File: src/assert_macros.svh
// Assertion macros shared by the frame bitmap allocator RTL.
// Included by the modules that carry concurrent assertions; no other dependencies.
`ifndef ASSERT_MACROS_SVH
`define ASSERT_MACROS_SVH
`ifndef SYNTHESIS
// Checked on every rising edge of clk, switched off while rst_n is low.
`define FBA_ASSERT(lbl, prop, msg) \
  lbl: assert property (@(posedge clk) disable iff (!rst_n) prop) else $error(msg);
// Checked on every rising edge of clk, reset included.
`define FBA_ASSERT_NR(lbl, prop, msg) \
  lbl: assert property (@(posedge clk) prop) else $error(msg);
`else
`define FBA_ASSERT(lbl, prop, msg)
`define FBA_ASSERT_NR(lbl, prop, msg)
`endif
`endif

File: src/fba_pkg.sv
// Package of the frame bitmap allocator: field widths, codes and the
// controller/datapath interface structs. No dependencies.
`default_nettype none

package fba_pkg;

  localparam int FRAME_W      = 12;
  localparam int CFG_W        = 13;
  localparam int FIELD_FRAMES = 4096;

  localparam logic [CFG_W-1:0] CFG_RESET = 13'h1000;

  localparam logic [1:0] CMD_ALLOC = 2'd0;
  localparam logic [1:0] CMD_FREE  = 2'd1;
  localparam logic [1:0] CMD_TEST  = 2'd2;

  localparam logic [1:0] STAT_OK      = 2'd0;
  localparam logic [1:0] STAT_MAPPED  = 2'd1;
  localparam logic [1:0] STAT_NO_FREE = 2'd2;
  localparam logic [1:0] STAT_RANGE   = 2'd3;

  typedef enum logic [2:0] {
    RES_ZERO,
    RES_MAPPED,
    RES_NO_FREE,
    RES_RANGE,
    RES_ALLOC,
    RES_TEST
  } res_kind_t;

  // Commands from the controller to the datapath.
  typedef struct packed {
    logic      clear;
    logic      accept;
    logic      scan;
    logic      lookup;
    logic      free_wr;
    logic      alloc_wr;
    logic      finish;
    res_kind_t res_kind;
  } fba_ctl_t;

  // Status from the datapath to the controller.
  typedef struct packed {
    logic       clear_last;
    logic [1:0] cmd;
    logic       entry_nz;
    logic       in_range;
    logic       chk_vld;
    logic       found;
    logic       last_word;
  } fba_stat_t;

endpackage

`default_nettype wire

File: src/fba_ctrl.sv
// Controller of the frame bitmap allocator: sequences the clearing sweep,
// command decode, word lookup and bitmap scan. Uses fba_pkg.
`default_nettype none
`include "assert_macros.svh"

module fba_ctrl import fba_pkg::*; (
  input  wire logic      clk,
  input  wire logic      rst_n,
  input  wire logic      start,
  output logic           busy,
  output logic           out_valid,
  output fba_ctl_t       ctl,
  input  wire fba_stat_t stat
);

  typedef enum logic [2:0] {
    ST_CLEAR,
    ST_IDLE,
    ST_DECODE,
    ST_LOOKUP,
    ST_CHECK,
    ST_SCAN
  } state_t;

  state_t state_r, state_nxt;
  logic   busy_r, busy_nxt;
  logic   done_r;

  always_comb begin
    ctl       = '0;
    state_nxt = state_r;
    case (state_r)
      ST_CLEAR: begin
        ctl.clear = 1'b1;
        if (stat.clear_last) begin
          state_nxt = ST_IDLE;
        end
      end
      ST_IDLE: begin
        if (start) begin
          ctl.accept = 1'b1;
          state_nxt  = ST_DECODE;
        end
      end
      ST_DECODE: begin
        case (stat.cmd)
          CMD_ALLOC: begin
            if (stat.entry_nz) begin
              ctl.finish   = 1'b1;
              ctl.res_kind = RES_MAPPED;
              state_nxt    = ST_IDLE;
            end else begin
              state_nxt = ST_SCAN;
            end
          end
          CMD_FREE, CMD_TEST: begin
            if (!stat.in_range) begin
              ctl.finish   = 1'b1;
              ctl.res_kind = RES_RANGE;
              state_nxt    = ST_IDLE;
            end else begin
              state_nxt = ST_LOOKUP;
            end
          end
          default: begin
            ctl.finish   = 1'b1;
            ctl.res_kind = RES_ZERO;
            state_nxt    = ST_IDLE;
          end
        endcase
      end
      ST_LOOKUP: begin
        ctl.lookup = 1'b1;
        state_nxt  = ST_CHECK;
      end
      ST_CHECK: begin
        ctl.finish = 1'b1;
        if (stat.cmd == CMD_FREE) begin
          ctl.free_wr  = 1'b1;
          ctl.res_kind = RES_ZERO;
        end else begin
          ctl.res_kind = RES_TEST;
        end
        state_nxt = ST_IDLE;
      end
      ST_SCAN: begin
        if (stat.chk_vld && stat.found) begin
          ctl.alloc_wr = 1'b1;
          ctl.finish   = 1'b1;
          ctl.res_kind = RES_ALLOC;
          state_nxt    = ST_IDLE;
        end else if (stat.chk_vld && stat.last_word) begin
          ctl.finish   = 1'b1;
          ctl.res_kind = RES_NO_FREE;
          state_nxt    = ST_IDLE;
        end else begin
          ctl.scan = 1'b1;
        end
      end
      default: state_nxt = ST_IDLE;
    endcase
  end

  assign busy_nxt = state_nxt != ST_IDLE;

  always_ff @(posedge clk) begin
    if (!rst_n) begin
      state_r <= ST_CLEAR;
      busy_r  <= 1'b1;
      done_r  <= 1'b0;
    end else begin
      state_r <= state_nxt;
      busy_r  <= busy_nxt;
      done_r  <= ctl.finish;
    end
  end

  assign busy      = busy_r;
  assign out_valid = done_r;

  `FBA_ASSERT(a_strobe_single, done_r |=> !done_r, "result strobe lasted more than one cycle")
  `FBA_ASSERT(a_accept_decode, (start && !busy_r) |=> (state_r == ST_DECODE), "accepted transaction did not enter decode")
  `FBA_ASSERT(a_result_from_work, done_r |-> ($past(state_r) != ST_IDLE), "result strobe without a transaction in progress")
  `FBA_ASSERT(a_busy_matches_state, busy_r == (state_r != ST_IDLE), "busy disagrees with controller state")

endmodule

`default_nettype wire
File: config.mk
export PLATFORM = sky130hd
export DESIGN_NAME = fba_ctrl
export DESIGN_NICKNAME = d
export VERILOG_FILES = /design/src/fba_pkg.sv /design/src/fba_ctrl.sv
export VERILOG_INCLUDE_DIRS = /design/src /design/src/src
export SDC_FILE = /design/constraint.sdc
export NUM_CORES = 1
export LEC_CHECK = 0
export BUFFER_PORTS_ARGS = -buffer_cell sky130_fd_sc_hd__buf_2
export CORE_AREA = 3 3 40 42
export DETAILED_ROUTE_END_ITERATION = 16
export DIE_AREA = 0 0 43 45
export PLACE_DENSITY = 0.61
export SETUP_SLACK_MARGIN = 0.15
export SYNTH_ARGS = -nofsm -noshare
export SYNTH_HDL_FRONTEND = slang
export SYNTH_SLANG_ARGS = --single-unit
File: constraint.sdc
create_clock -name clk -period 1.6 [get_ports clk]
set_clock_uncertainty 0.15 [all_clocks]
set_input_delay 0.16 -clock clk [delete_from_list [all_inputs] [get_ports clk]]
set_output_delay 0.16 -clock clk [all_outputs]
set_load 0.005 [all_outputs]
==> impl_metrics.py, run 1 <==
metrics = {
    "routing": {
        "firstDrtPassIters": 4,
        "num_vias": 523,
        "wl_per_cell_um": 12.1,
        "post-route-drc-count": 0,
        "finalWirelength_um": 1250,
        "ant_nets": 0,
        "vias_per_cell": 5.08,
        "first_iter_violations": 12,
    },
    "placed_design": {
        "place_hpwl_um": 786,
        "gp_congestion": 0.707,
        "port_buffers": 22,
    },
    "pwr": {
        "sequentialPowerShare": 0.343,
        "p_sw_uw": 106,
        "p_int_uw": 296,
        "powerDensity_mw_per_mm2": 555,
        "power_leakage_uw": 0.000376,
        "pwr-share-comb": 0.309,
        "swShare": 0.264,
        "peakVddDrop_mv": 0.246,
        "pwr-share-clk": 0.348,
    },
    "cells_and_area": {
        "drive_above_1_share": 0.580,
        "syn_to_final_growth_pct": 77.1,
        "finalCoreUtilization": 0.564,
        "diodes": 0,
        "nets": 103,
    },
    "floorplan": {
        "ioPinCount": 23,
        "start_util": 0.318,
        "die_area_mm2": 0.00194,
        "die_h_um": 45,
        "coreArea_mm2": 0.00128,
        "rows": 13,
        "die_w_um": 43,
    },
    "timing": {
        "fin_crit_sh": 1.02,
        "min_period_ns": 1.63,
        "rsz0062_at_grt": "true",
        "fin_ws_ns": -0.0342,
        "fmax_mhz": 612,
        "tns_ns": -0.101,
        "drv_slew": 0,
        "timing.hold.ws_ns": 0.0217,
        "hold_viol_final": 0,
        "relSlewSlack": 0.828,
        "setup_viol_count_final": 4,
        "worst_slew_pin_slew_ns": 0.256,
    },
    "worst_setup_path": {
        "crit_family": "simple AND/OR/NAND/NOR gates",
        "r2r-start": "state_r[2]",
        "regToRegSetupSlack_ns": 0.15,
        "crit_chain": "or2b_1 -> buf_4 -> nor3b_4 -> buf_2",
        "setup.worst_path.end": "ctl[5]",
        "cp.depth": 4,
        "slowest_stage": "dfxtp_4",
        "slowest_delay_ns": 0.36,
        "start_kind": "register",
        "crit_type": "reg -> out",
        "worstSetupEndpointType": "primary output",
        "worstPathArrival_ns": 1.32,
        "worst_ep_required_time_ns": 1.29,
        "worstSetupStartpoint": "state_r[2]",
        "crit_fanout": 4,
        "crit_buf_inv": 2,
        "worstReg2RegEnd": "busy",
        "r2r_cells": 4,
    },
    "clocking": {
        "htree_levels": 1,
        "postCtsHoldBufs": 0,
        "cts_buffers": 3,
        "clockBufferDepth": 2,
        "cts-root-buf": "clkbuf_4",
        "cts.sinks": 5,
        "clkSlewWorstSetupHoldPaths_ns": 0.04,
        "cts_tree": "yes",
        "clkLatencyLatePin_ns": 0.24,
    },
    "synthesis": {
        "syn-num-nets": 65,
        "synth_edf_count": 0,
        "synth_cell_types": 28,
        "synthCells": 51,
        "async_flop_share": 0,
        "seq_area_frac_synth": 0.245,
        "syn_area_um2": 409,
        "yosysWarnings": 0,
        "ys_ff_latch": 5,
        "synth.avg_cell_area_um2": 8.02,
        "ys.flop_type": "dfxtp_1",
    },
    "status": {
        "status": "complete, but fails checks",
        "violations": "negative setup slack",
    },
    "grt": {
        "grt_usage": 0.139,
        "antenna_found_initial": 0,
        "grt_pass1_wl_um": 1970,
        "overflow": 0,
        "grt_pass1_vias": 483,
        "grt_max_degree": 7,
    },
    "flow_run": {
        "maxCapViolCount": 0,
    },
    "hold_path": {
        "hp-class": "in -> reg",
    },
}
## timing repair
item	4_1_cts	5_1_grt
pin swaps	9	3
buffers inserted	5	3
endpoints found under the setup margin	9	10
gates resized for setup	12	6
## worst min path at each step
stage / start / end / depth (start not counted)
floorplan: rst_n / out_valid / 1
global placement: rst_n / out_valid / 2
detailed placement: rst_n / out_valid / 2
CTS: rst_n / out_valid / 2
global route: rst_n / out_valid / 2
finish: rst_n / out_valid / 2
## routing by layer
layer | wire [µm] | track usage | part of all wire
met3 | 59 | 0.0239 | 0.047
met2 | 659 | 0.254 | 0.53
met4 | 21 | 0.0783 | 0.017
met1 | 504 | 0.151 | 0.40
met5 | 0 | 0 | 0
## power by group through the flow
stage	Sequential [µW]	Clock [µW]	Combinational, µW
after floorplan	140	0	48.7
after global placement	144	0	86.0
after detailed placement	144	0	87.1
after CTS	139	146	111
after global routing	139	160	138
final	138	140	124
## cell families after synthesis
family | Yosys count | synth area share
AO/OA/AOI/OAI | 13 | 0.217
AND/OR/NAND/NOR | 22 | 0.352
buffers and inverters | 8 | 0.0948
adder cells (fa/ha/maj) | 3 | 0.0918
flip-flops | 5 | 0.245
## synth_stat cells, types with 2 or more instances
library cell,instances,area share
inv_1,6,0.055
dfxtp_1,5,0.24
nor2_1,4,0.037
a21oi_1,3,0.037
and2_1,3,0.046
ha_1,3,0.092
nor3b_1,3,0.055
o21ai_0,3,0.037
nand4b_1,2,0.043
## final cells by class
class	count	area, µm²
fillers	124	561
multi-input cells	38	320
repair buffers	35	225
flip-flops and latches	5	111
clock buffers	4	26.3
inverters	6	22.5
well taps	15	18.8
## metrics by stage
step                worst slack, ns  std cells  power, µW  area [µm²]
CTS                         -0.0341        100        396         676
finish                      -0.0342        103        402         724
global placement            -0.0629         91        230         569
floorplan                     0.176         51        188         419
global route                 -0.114        103        437         724
detailed placement          -0.0863         91        231         569
## sequential cells by signal (all words and copies together) (netlist names)
name / cells
out_valid: 1
state_r: 3
busy: 1
## worst register-to-register path: cells and delay by family (launching register included)
family / cells / cell delay [ns]
and+or+nand+nor: 2 / 0.60
DFF: 1 / 0.35
buffers and inverters: 1 / 0.16
AOI/OAI and AO/OA: 1 / 0.14
## cells in the final DEF, fill, tap and decap left out, drive strengths merged, types with 2 or more instances in the layout
| master | instances |
|---|---|
| o21ai | 3 |
| nor2 | 4 |
| a21oi | 3 |
| and2 | 3 |
| or2 | 2 |
| dfxtp | 5 |
| clkbuf | 4 |
| ha | 3 |
| buf | 35 |
| nand4b | 2 |
| nor3b | 3 |
| inv | 6 |
(Power assumes the default switching activity.)
==> inputs of run 2 (changes only) <==
==> constraint.sdc (replaced) <==
create_clock -name clk -period 1.6 [get_ports clk]
set_clock_uncertainty 0.15 [all_clocks]
set_input_delay 0.16 -clock clk [delete_from_list [all_inputs] [get_ports clk]]
set_output_delay 0.16 -clock clk [all_outputs]
set_load 0.01 [all_outputs]
==> run 2 against run 1 <==
The flow still finishes with violations (negative setup slack). Largest power group unchanged. Sequential power hardly changed. Worst hold slack worse by 0.018 ns. Worst setup slack worse by 0.0072 ns. Count of clock-buffer cells in the layout stayed put. Clock power is 8% higher. Largest cell class unchanged. Die area stayed put. Highest routed layer unchanged. Critical endpoint is now ctl[0].
==> impl_metrics.py, run 2 (same netlist as run 1, synthesis figures left out) <==
metrics = {
    "cells_and_area": {
        "fin_area_um2": 696,
        "finalCoreUtilization": 0.541,
        "nets": 101,
        "final_common_cell": "buf_2",
        "largest_reg_flops": 3,
        "final_cell_mix": "buf_2, buf_4, inv_1",
        "regMostFlops": "state_r",
        "drive_above_1_share": 0.581,
        "syn_to_final_growth_pct": 70.0,
        "diodes": 0,
    },
    "grt": {
        "antenna_found_initial": 0,
        "grt_pass1_wl_um": 1730,
        "grt_usage": 0.124,
        "overflow": 0,
        "grt_pass1_vias": 441,
        "grt_max_degree": 13,
    },
    "floorplan": {
        "start_util": 0.318,
        "die_w_um": 43,
        "die_h_um": 45,
        "die_area_mm2": 0.00194,
        "rows": 13,
        "coreArea_mm2": 0.00128,
        "ioPinCount": 23,
    },
    "timing": {
        "min_period_ns": 1.64,
        "rsz0062_at_grt": "true",
        "hold_viol_final": 0,
        "relSlewSlack": 0.823,
        "timing.hold.ws_ns": 0.00336,
        "drv_slew": 0,
        "worst_slew_pin_slew_ns": 0.263,
        "tns_ns": -0.0471,
        "setup_viol_count_final": 2,
        "fin_ws_ns": -0.0415,
        "fin_crit_sh": 1.03,
        "fmax_mhz": 609,
    },
    "worst_setup_path": {
        "worstSetupEndpointType": "primary output",
        "crit_chain": "or2b_1 -> or2_0 -> a21oi_1 -> buf_2",
        "worst_ep_required_time_ns": 1.29,
        "worstPathArrival_ns": 1.33,
        "crit_fanout": 4,
        "crit_family": "simple AND/OR/NAND/NOR gates",
        "crit_type": "reg -> out",
        "slowest_delay_ns": 0.35,
        "worstSetupStartpoint": "state_r[2]",
        "crit_buf_inv": 1,
        "r2r-start": "state_r[2]",
        "cp.depth": 4,
        "start_kind": "register",
        "r2r_cells": 4,
        "slowest_stage": "dfxtp_4",
    },
    "routing": {
        "post-route-drc-count": 0,
        "vias_per_cell": 4.80,
        "wl_per_cell_um": 10.5,
        "num_vias": 485,
        "first_iter_violations": 9,
        "ant_nets": 0,
        "finalWirelength_um": 1060,
        "firstDrtPassIters": 4,
    },
    "pwr": {
        "peakVddDrop_mv": 0.463,
        "powerDensity_mw_per_mm2": 581,
        "power_leakage_uw": 0.000358,
    },
    "status": {
        "status": "complete, but fails checks",
        "violations": "negative setup slack",
    },
    "clocking": {
        "cts.sinks": 5,
        "cts_buffers": 3,
        "clockBufferDepth": 2,
        "htree_levels": 1,
        "clkSlewWorstSetupHoldPaths_ns": 0.05,
        "cts_tree": "yes",
        "cts-root-buf": "clkbuf_4",
        "clkLatencyLatePin_ns": 0.25,
    },
    "placed_design": {
        "gp_congestion": 0.760,
        "placed_area_um2": 577,
        "port_buffers": 22,
        "place_hpwl_um": 788,
    },
    "hold_path": {
        "whs_path_depth": 2,
        "worstHoldStart": "rst_n",
        "hp-class": "in -> reg",
    },
    "flow_run": {
        "maxCapViolCount": 0,
    },
}
run 2: what timing repair did:
action / 4_1_cts / 5_1_grt
hold buffers: 0 / 0
setup endpoints to repair: 10 / 10
buffers inserted: 2 / 2
pin swaps: 7 / 4
resized for setup: 13 / 5
hold endpoints to repair: 0 / 0
run 2: final timing paths:
kind | endpoint | slack (ns)
setup / recovery | ctl[0] | -0.04
hold / removal | out_valid | 0.003
setup reg to reg | busy | 0.18
hold reg to reg | state_r[2] | 0.49
run 2: power breakdown:
part | internal [µW] | switching [µW] | total [µW]
Clock | 94.6 | 56.8 | 151
Combinational | 65.2 | 50.8 | 116
Sequential | 130 | 6.37 | 137
run 2: per-stage QoR:
| step | cells | power, µW | setup WS [ns] |
|---|---|---|---|
| after CTS | 99 | 402 | -0.0632 |
| final | 101 | 404 | -0.0415 |
| after global routing | 101 | 436 | -0.107 |
| after floorplan | 51 | 190 | 0.161 |
| after detailed placement | 93 | 236 | -0.0799 |
| after global placement | 93 | 235 | -0.0703 |
run 2: final cells by class:
type	count	area, µm²
fill	137	589
timing repair buffer	33	209
inverter	6	22.5
multi-input combinational	38	308
tap	15	18.8
sequential	5	111
clock buffer	4	26.3
run 2: per-layer routing:
layer / wire [µm] / global-route usage
met1: 469 / 0.144
met2: 478 / 0.186
met3: 101 / 0.0598
met4: 10 / 0.0723
met5: 0 / 0
==> inputs of run 3 (changes only) <==
--- a/config.mk
+++ b/config.mk
@@ -7,10 +7,12 @@
 export NUM_CORES = 1
 export LEC_CHECK = 0
 export BUFFER_PORTS_ARGS = -buffer_cell sky130_fd_sc_hd__buf_2
-export CORE_AREA = 3 3 40 42
+export CELL_PAD_IN_SITES_DETAIL_PLACEMENT = 2
+export CELL_PAD_IN_SITES_GLOBAL_PLACEMENT = 2
+export CORE_MARGIN = 3
+export CORE_UTILIZATION = 21
 export DETAILED_ROUTE_END_ITERATION = 16
-export DIE_AREA = 0 0 43 45
-export PLACE_DENSITY = 0.61
+export PLACE_DENSITY = 0.76
 export SETUP_SLACK_MARGIN = 0.15
 export SYNTH_ARGS = -nofsm -noshare
 export SYNTH_HDL_FRONTEND = slang
==> run 3 against run 2 <==
The flow still finishes with violations (negative setup slack). First-iteration DRC count is 89% lower. Via count is 17% higher. Register-to-register slack hardly changed. Routed wire length is 120% higher. Maximum frequency is 3.2% lower. Sequential cell count stayed put. Final cell count is 19% higher. Critical path type unchanged. Critical endpoint unchanged. Largest cell class unchanged.
==> impl_metrics.py, run 3 (same netlist as run 1, synthesis figures left out) <==
metrics = {
    "grt": {
        "grt_max_degree": 8,
        "grt_pass1_wl_um": 3240,
        "grt_usage": 0.169,
        "overflow": 0,
        "grt_pass1_vias": 632,
        "antenna_found_initial": 0,
    },
    "timing": {
        "rsz0062_at_grt": "true",
        "relSlewSlack": 0.722,
        "hold_viol_final": 0,
        "setup_viol_count_final": 5,
        "min_period_ns": 1.70,
        "fin_ws_ns": -0.0954,
        "drv_slew": 0,
        "worst_slew_pin_slew_ns": 0.412,
        "fmax_mhz": 590,
        "fin_crit_sh": 1.06,
        "timing.hold.ws_ns": 0.0354,
    },
    "flow_run": {
        "maxCapViolCount": 0,
    },
    "placed_design": {
        "place_hpwl_um": 1220,
        "port_buffers": 22,
        "pre_cts_slack_ns": -0.110,
        "gp_congestion": 0.679,
    },
    "pwr": {
        "power_leakage_uw": 0.000413,
        "p_sw_uw": 150,
        "peakVddDrop_mv": 0.299,
        "pwr-share-comb": 0.326,
        "p_int_uw": 299,
        "pwr-share-clk": 0.357,
        "sequentialPowerShare": 0.316,
        "swShare": 0.334,
        "powerDensity_mw_per_mm2": 547,
    },
    "worst_setup_path": {
        "crit_family": "simple AND/OR/NAND/NOR gates",
        "regToRegSetupSlack_ns": 0.17,
        "worstPathArrival_ns": 1.39,
        "worst_ep_required_time_ns": 1.29,
        "start_kind": "register",
        "crit_buf_inv": 1,
        "worstSetupEndpointType": "primary output",
        "slowest_stage": "dfxtp_4",
        "crit_chain": "or2b_4 -> or2_0 -> a21oi_1 -> buf_2",
        "crit_type": "reg -> out",
        "crit_fanout": 3,
        "slowest_delay_ns": 0.35,
        "r2r-start": "state_r[2]",
        "r2r_cells": 4,
        "worstReg2RegEnd": "busy",
    },
    "hold_path": {
        "holdPathEnd": "out_valid",
        "worstHoldStart": "rst_n",
        "whs_path_depth": 2,
        "hp-class": "in -> reg",
    },
    "floorplan": {
        "rows": 15,
        "start_util": 0.229,
        "die_w_um": 50.1,
        "coreArea_mm2": 0.00178,
        "die_area_mm2": 0.00251,
        "ioPinCount": 23,
        "die_h_um": 50.1,
    },
    "clocking": {
        "postCtsHoldBufs": 0,
        "cts_buffers": 3,
        "clockBufferDepth": 2,
        "cts.sinks": 5,
        "cts_tree": "yes",
        "htree_levels": 1,
        "clkLatencyLatePin_ns": 0.25,
        "cts-root-buf": "clkbuf_4",
        "clkSlewWorstSetupHoldPaths_ns": 0.06,
    },
    "routing": {
        "first_iter_violations": 1,
        "post-route-drc-count": 0,
        "wl_per_cell_um": 19.8,
        "num_vias": 567,
        "ant_nets": 0,
        "finalWirelength_um": 2380,
        "vias_per_cell": 4.73,
        "firstDrtPassIters": 2,
    },
    "cells_and_area": {
        "final_cell_mix": "buf_2, buf_4, buf_6",
        "diodes": 0,
        "nFillCells": 200,
        "regMostFlops": "state_r",
        "final_common_cell": "buf_2",
        "largest_reg_flops": 3,
        "drive_above_1_share": 0.695,
        "syn_to_final_growth_pct": 100,
        "nets": 110,
    },
    "status": {
        "status": "complete, but fails checks",
        "violations": "negative setup slack",
    },
}
==> run 3: changes by cell type in the layout (fill, tap and decap cells not counted), sizes merged <==
cell / previous run / this run
clkinv: 0 / 1
buf: 33 / 42
clkbuf: 4 / 3
==> run 3: worst max-delay path by stage <==
stage	from	end	slack, ns	depth (start not counted)
after floorplan	stat[5]	ctl[3]	0.16	5
after global placement	stat[5]	ctl[3]	-0.08	7
after detailed placement	stat[6]	ctl[3]	-0.11	7
after CTS	state_r[2]	ctl[0]	-0.07	5
after global routing	state_r[2]	ctl[0]	-0.16	5
final	state_r[2]	ctl[0]	-0.1	4
==> run 3: final cells by class <==
cell class | instances | area [µm²] | share of cell area
Inverter | 6 | 22.5 | 0.0275
Multi-Input combinational cell | 38 | 337 | 0.411
Clock inverter | 1 | 5.00 | 0.00611
Clock buffer | 3 | 22.5 | 0.0275
Tap cell | 25 | 31.3 | 0.0382
Timing Repair Buffer | 42 | 290 | 0.354
Sequential cell | 5 | 111 | 0.136
==> run 3: what timing repair did <==
action | in CTS | in global routing
setup endpoints to repair | 9 | 11
buffers inserted | 9 | 3
resized for setup | 15 | 13
pin swaps | 8 | 5
==> run 3: layer usage <==
| metal | track usage | part of all wire |
|---|---|---|
| met4 | 0 | 0.018 |
| met2 | 0.341 | 0.53 |
| met5 | 0 | 0 |
| met3 | 0.0326 | 0.040 |
| met1 | 0.188 | 0.41 |
==> run 3: metrics by stage <==
stage | instance area, µm² | TNS, ns | utilization | instances | total power (µW)
global route | 820 | -0.747 | 0.460 | 120 | 481
global placement | 597 | -0.0794 | 0.335 | 104 | 239
detailed placement | 597 | -0.154 | 0.335 | 104 | 244
finish | 820 | -0.253 | 0.460 | 120 | 448
floorplan | 412 | 0 | - | 51 | 190
CTS | 739 | -0.161 | 0.415 | 117 | 414
==> run 3: worst reg2reg max path: stages, from the launching register on <==
cell	delay [ns]
dfxtp_4	0.35
buf_4	0.13
or4_1	0.51
o211a_2	0.16
nand4_1	0.07
==> run 3: power groups by stage <==
stage	Sequential, µW	Combinational [µW]	Clock, µW
floorplan	141	49.3	0
finish	142	146	160
CTS	137	122	154
global route	142	160	178
global placement	145	94.0	0
detailed placement	146	98.7	0
